--- config.mk ---
export PLATFORM = sky130hd
export DESIGN_NAME = otsu_queue
export DESIGN_NICKNAME = d
export VERILOG_FILES = /design/src/rtl/otsu_pkg.sv /design/src/rtl/otsu_queue.sv
export SDC_FILE = /design/constraint.sdc
export NUM_CORES = 1
export LEC_CHECK = 0
export ABC_AREA = 0
export BUFFER_PORTS_ARGS = -buffer_cell sky130_fd_sc_hd__clkbuf_2
export CAP_MARGIN = 5
export CORE_UTILIZATION = 32
export CTS_BUF_LIST = sky130_fd_sc_hd__clkbuf_4 sky130_fd_sc_hd__clkbuf_8 sky130_fd_sc_hd__clkbuf_16
export CTS_CLUSTER_SIZE = 30
export DETAILED_ROUTE_END_ITERATION = 8
export HOLD_SLACK_MARGIN = 0.02
export SETUP_SLACK_MARGIN = 0.05
export SYNTH_ARGS = -nofsm -noshare
export SYNTH_HDL_FRONTEND = slang
export SYNTH_SLANG_ARGS = --single-unit
--- constraint.sdc ---
create_clock -name clk_i -period 1.8 [get_ports clk_i]
set_input_delay 0.36 -clock clk_i [delete_from_list [all_inputs] [get_ports clk_i]]
set_output_delay 0.36 -clock clk_i [all_outputs]
set_load 0.005 [all_outputs]
--- src/rtl/otsu_pkg.sv ---
// Shared types and constants of the Otsu threshold finder.
`timescale 1ns / 1ps
`default_nettype none
package otsu_pkg;

  // Width of a gray level and of the threshold result.
  localparam int LEVEL_BITS = 8;

  // Depth of the queue between the front and the back.
  localparam int QUEUE_DEPTH = 2;

  // One pixel item as it travels from the front to the back.
  typedef struct packed {
    logic [LEVEL_BITS-1:0] bin;
    logic                  last;
  } otsu_item_t;

endpackage
`default_nettype wire

--- src/rtl/otsu_queue.sv ---
// Short item queue that decouples the front from the back.
`timescale 1ns / 1ps
`default_nettype none
module otsu_queue import otsu_pkg::*; (
  input  wire logic       clk_i,
  input  wire logic       rst_ni,
  input  wire logic       push_i,
  input  wire otsu_item_t item_i,
  output logic            full_o,
  input  wire logic       pop_i,
  output logic            valid_o,
  output otsu_item_t      item_o
);

  localparam int PTR_W = $clog2(QUEUE_DEPTH);
  localparam int CNT_W = $clog2(QUEUE_DEPTH + 1);

  otsu_item_t         slot_q [QUEUE_DEPTH];
  logic [PTR_W-1:0]   wr_ptr_q, wr_ptr_d;
  logic [PTR_W-1:0]   rd_ptr_q, rd_ptr_d;
  logic [CNT_W-1:0]   cnt_q, cnt_d;

  assign full_o  = cnt_q == CNT_W'(QUEUE_DEPTH);
  assign valid_o = cnt_q != '0;
  assign item_o  = slot_q[rd_ptr_q];

  always_comb begin
    wr_ptr_d = wr_ptr_q;
    rd_ptr_d = rd_ptr_q;
    cnt_d    = cnt_q;
    if (push_i) begin
      wr_ptr_d = (wr_ptr_q == PTR_W'(QUEUE_DEPTH - 1)) ? '0 : wr_ptr_q + 1'b1;
    end
    if (pop_i) begin
      rd_ptr_d = (rd_ptr_q == PTR_W'(QUEUE_DEPTH - 1)) ? '0 : rd_ptr_q + 1'b1;
    end
    if (push_i && !pop_i) begin
      cnt_d = cnt_q + 1'b1;
    end else if (pop_i && !push_i) begin
      cnt_d = cnt_q - 1'b1;
    end
  end

  always_ff @(posedge clk_i or negedge rst_ni) begin
    if (!rst_ni) begin
      wr_ptr_q <= '0;
      rd_ptr_q <= '0;
      cnt_q    <= '0;
    end else begin
      wr_ptr_q <= wr_ptr_d;
      rd_ptr_q <= rd_ptr_d;
      cnt_q    <= cnt_d;
    end
  end

  always_ff @(posedge clk_i) begin
    if (push_i) begin
      slot_q[wr_ptr_q] <= item_i;
    end
  end

endmodule
`default_nettype wire

==> report_table.html <==
<table>
<tr><th>Metric</th><th>Value</th></tr>
<tr><th colspan="2">Synthesis</th></tr>
<tr><td>Count of distinct cell types in the synthesized netlist</td><td>13</td></tr>
<tr><td>Synth area leaders</td><td>sky130_fd_sc_hd__edfxtp_1 (64%), sky130_fd_sc_hd__mux2_2 (12%), sky130_fd_sc_hd__dfrtp_1 (12%), sky130_fd_sc_hd__xor2_1 (4.1%), sky130_fd_sc_hd__ha_1 (1.5%)</td></tr>
<tr><td>Number of nets in the synthesized netlist</td><td>58</td></tr>
<tr><td>Yosys top cell area share</td><td>64.0%</td></tr>
<tr><td>Total standard cell area after synthesis</td><td>845 µm²</td></tr>
<tr><td>Register area share after synthesis</td><td>75.9%</td></tr>
<tr><td>Cell taking the most area after synthesis</td><td>sky130_fd_sc_hd__edfxtp_1</td></tr>
<tr><td>Mean instance size in the synthesized netlist</td><td>19.2 µm²</td></tr>
<tr><td>Most frequently used cell type in the post-synthesis netlist</td><td>sky130_fd_sc_hd__edfxtp_1</td></tr>
<tr><td>Count of flip-flops with a built-in enable after synthesis</td><td>18</td></tr>
<tr><td>Post-synth ARST share</td><td>18.2%</td></tr>
<tr><td>Most used flip-flop cell after synthesis</td><td>sky130_fd_sc_hd__edfxtp_1</td></tr>
<tr><td>Commonest cells post-synth</td><td>sky130_fd_sc_hd__edfxtp_1 (18), sky130_fd_sc_hd__mux2_2 (9), sky130_fd_sc_hd__dfrtp_1 (4), sky130_fd_sc_hd__xor2_1 (4)</td></tr>
<tr><td>Synth Register Bits</td><td>22</td></tr>
<tr><td>Number of instances in the synthesized netlist</td><td>44</td></tr>
<tr><td>Syn. warnings</td><td>0</td></tr>
<tr><th colspan="2">STA</th></tr>
<tr><td>Final worst path period need</td><td>1.68 ns</td></tr>
<tr><td>Transition time of the tightest slew-check pin</td><td>0.437 ns</td></tr>
<tr><td>Total count of hold-check failures in the final report</td><td>0</td></tr>
<tr><td>Remaining max-slew budget at the tightest pin</td><td>70.9%</td></tr>
<tr><td>Hold slack</td><td>0.237 ns</td></tr>
<tr><td>Ratio of final minimum period to clock period</td><td>93.1%</td></tr>
<tr><td>Maximum clock frequency</td><td>596 MHz</td></tr>
<tr><td>RSZ-0062 raised after global routing</td><td>no</td></tr>
<tr><td>Pins Over Slew Limit</td><td>0</td></tr>
<tr><td>Final setup viols</td><td>0</td></tr>
<tr><td>Setup skew after layout</td><td>0.00400 ns</td></tr>
<tr><td>Setup tns final</td><td>0 ns</td></tr>
<tr><th colspan="2">Power</th></tr>
<tr><td>Power Internal</td><td>1.15 mW</td></tr>
<tr><td>Combinational share of power</td><td>25.0%</td></tr>
<tr><td>Fraction of power spent switching nets</td><td>25.6%</td></tr>
<tr><td>Static leakage</td><td>0.431 nW</td></tr>
<tr><td>Part of the power in registers</td><td>51.0%</td></tr>
<tr><td>Net switching power figure</td><td>0.396 mW</td></tr>
<tr><td>Cell Pwr Density</td><td>1460 nW/µm²</td></tr>
<tr><td>Total design power</td><td>1.54 mW</td></tr>
<tr><td>VDD IR-drop max</td><td>0.711 mV</td></tr>
<tr><td>Clock power share</td><td>24.0%</td></tr>
<tr><th colspan="2">Clock network</th></tr>
<tr><td>Worst-skew pair later-pin latency</td><td>0.30 ns</td></tr>
<tr><td>Inserted Clock Buffers</td><td>3</td></tr>
<tr><td>Setup Buffers After CTS</td><td>0</td></tr>
<tr><td>Clk Tree Root Cell</td><td>sky130_fd_sc_hd__clkbuf_4</td></tr>
<tr><td>Number of H-tree levels</td><td>1</td></tr>
<tr><td>CTS tree</td><td>done</td></tr>
<tr><td>Sink Count</td><td>22</td></tr>
<tr><td>Maximum root-to-sink buffer count</td><td>2</td></tr>
<tr><td>Clock edge transition at the registers on the reported setup and hold paths</td><td>0.12 ns</td></tr>
<tr><th colspan="2">Detailed routing</th></tr>
<tr><td>Total length of routed wires</td><td>1300 µm</td></tr>
<tr><td>Via count normalized by instance count</td><td>4.46</td></tr>
<tr><td>Remaining number of nets flagged by the antenna check after routing</td><td>0</td></tr>
<tr><td>Post-route DRC violation count</td><td>0</td></tr>
<tr><td>DR iter-0 viols</td><td>6</td></tr>
<tr><td>Via count</td><td>455</td></tr>
<tr><td>Initial DRT Pass Iterations</td><td>2</td></tr>
<tr><td>Routed wirelength normalized by instance count</td><td>12.8 µm</td></tr>
<tr><th colspan="2">Placement</th></tr>
<tr><td>Count of placed standard cells including taps</td><td>97</td></tr>
<tr><td>Buffers added on ports</td><td>23</td></tr>
<tr><td>Gpl congestion</td><td>0.619</td></tr>
<tr><td>Half-perimeter wire length after placement</td><td>974 µm</td></tr>
<tr><th colspan="2">Setup path</th></tr>
<tr><td>Crit-path slowest cell</td><td>sky130_fd_sc_hd__dfrtp_2</td></tr>
<tr><td>Buffer and inverter count on the worst path</td><td>1</td></tr>
<tr><td>Chain of cells forming the critical path</td><td>mux2_2 -&gt; clkbuf_2</td></tr>
<tr><td>Top fanout value on the critical path</td><td>10</td></tr>
<tr><td>Worst setup path class</td><td>reg2out</td></tr>
<tr><td>Delay of the slowest critical-path stage</td><td>0.53 ns</td></tr>
<tr><td>Top delay family on crit path</td><td>flip-flops</td></tr>
<tr><td>Data arrival time of the critical path</td><td>1.32 ns</td></tr>
<tr><td>Critical path required time</td><td>1.44 ns</td></tr>
<tr><td>Startpoint type of the worst setup path</td><td>flip-flop</td></tr>
<tr><td>Capturing element type of the critical path</td><td>output pin</td></tr>
<tr><td>Worst reg2reg setup slack</td><td>0.66 ns</td></tr>
<tr><th colspan="2">GRT</th></tr>
<tr><td>Overall routing resource usage</td><td>11.0%</td></tr>
<tr><td>Largest net degree at the start of global routing</td><td>14</td></tr>
<tr><td>First-pass GRT wire length</td><td>2100 µm</td></tr>
<tr><td>Global route total overflow</td><td>0</td></tr>
<tr><td>Initial antenna violation count</td><td>0</td></tr>
<tr><td>Via count of the first global-routing pass</td><td>499</td></tr>
<tr><th colspan="2">Cells and area</th></tr>
<tr><td>Share of layout cells above drive strength 1</td><td>55.6%</td></tr>
<tr><td>Final standard cell count with taps included and fillers excluded</td><td>102</td></tr>
<tr><td>Total number of nets in the final design</td><td>87</td></tr>
<tr><td>Area added between synthesis and finish</td><td>25.2%</td></tr>
<tr><td>Count of inserted antenna diode cells</td><td>0</td></tr>
<tr><th colspan="2">Outcome</th></tr>
<tr><td>Run status</td><td>finished, final reports clean</td></tr>
<tr><th colspan="2">Die</th></tr>
<tr><td>Width of the die</td><td>53.4 µm</td></tr>
<tr><td>Row count</td><td>18</td></tr>
<tr><td># IOs</td><td>24</td></tr>
<tr><td>Floorplan die area</td><td>2850 µm²</td></tr>
<tr><td>Starting utilization of the core area</td><td>34.1%</td></tr>
<tr><td>Die Y-Extent</td><td>53.4 µm</td></tr>
<tr><td>Core outline area</td><td>2480 µm²</td></tr>
<tr><th colspan="2">Flow run</th></tr>
<tr><td>Number of max-cap violations</td><td>0</td></tr>
<tr><th colspan="2">Worst hold path</th></tr>
<tr><td>Path category of the worst min-delay check</td><td>in2reg</td></tr>
</table>
## per-layer routing
| layer | global-route usage (%) | up-vias | part of all wire (%) |
|---|---|---|---|
| met5 | 0 | - | 0 |
| met1 | 11.9 | 222 | 41 |
| met2 | 19.4 | 17 | 53 |
| met3 | 2.87 | 0 | 6.6 |
| met4 | 5.26 | 0 | 0 |
| li1 | - | 216 | - |
## flip-flops by register name, summed over array words and instances, names as in the netlist
| signal | flops |
|---|---|
| rd_ptr_q | 1 |
| cnt_q | 2 |
| slot_q | 18 |
| wr_ptr_q | 1 |
## cells by family after synthesis
group / Yosys count / synth area share [%]
xor+xnor: 5 / 5.18
flops: 22 / 75.9
fa+ha+maj: 1 / 1.48
buf+inv: 2 / 1.78
mux: 9 / 12.0
simple gates: 5 / 3.70
## power by group through the flow
stage	registers [mW]	clock network (mW)	logic, mW
2_1_floorplan	0.741	0	0.288
3_3_place_gp	0.791	0	0.385
3_5_place_dp	0.801	0	0.392
4_1_cts	0.793	0.380	0.398
5_1_grt	0.807	0.397	0.434
6_report	0.788	0.370	0.385
## final cells by class
type                    count  area (µm²)
fillers                   251        1420
multi-input cells          20         189
flip-flops and latches     22         642
clock buffers               3        22.5
repair buffers             25         133
well taps                  30        37.5
clock inverters             1        30.0
inverters                   1        3.75
## cells in the final DEF, fill, tap and decap left out
cell,n
sky130_fd_sc_hd__xnor2_1,1
sky130_fd_sc_hd__bufinv_16,1
sky130_fd_sc_hd__edfxtp_1,18
sky130_fd_sc_hd__clkbuf_2,23
sky130_fd_sc_hd__and2_1,1
sky130_fd_sc_hd__nor2_1,1
sky130_fd_sc_hd__inv_1,1
sky130_fd_sc_hd__dfrtp_1,3
sky130_fd_sc_hd__or2_2,1
sky130_fd_sc_hd__nor2b_1,1
sky130_fd_sc_hd__ha_1,1
sky130_fd_sc_hd__xor2_1,4
sky130_fd_sc_hd__and2b_2,1
sky130_fd_sc_hd__mux2_2,9
sky130_fd_sc_hd__dlygate4sd3_1,1
sky130_fd_sc_hd__buf_4,1
sky130_fd_sc_hd__clkbuf_4,3
sky130_fd_sc_hd__dfrtp_2,1
## final timing paths
path	startpoint	endpoint	cells past startpoint
min	pop_i	rd_ptr_q$_DFFE_PN0P_	2
max	rd_ptr_q$_DFFE_PN0P_	item_o[3]	2
min reg2reg	cnt_q[1]$_DFFE_PN0P_	cnt_q[1]$_DFFE_PN0P_	1
max reg2reg	wr_ptr_q$_DFFE_PN0P_	slot_q[1][7]$_DFFE_PP_	1
max in group asynchronous	rst_ni	rd_ptr_q$_DFFE_PN0P_	2
min in group asynchronous	rst_ni	cnt_q[1]$_DFFE_PN0P_	2
## metrics by stage
step / area [µm²] / setup WS (ns) / util, %
after floorplan: 845 / 0.593 / -
after global placement: 993 / 0.335 / 40.1
after detailed placement: 993 / 0.317 / 40.1
after CTS: 1060 / 0.0933 / 42.7
after global routing: 1060 / 0.0569 / 42.7
final: 1060 / 0.123 / 42.7
## timing repair
item / CTS / global route
resized for setup: 1 / 0
endpoints found under the setup margin: 9 / 0
hold buffers: 1 / 0
hold endpoints to repair: 4 / 0
(Power assumes the default switching activity.)
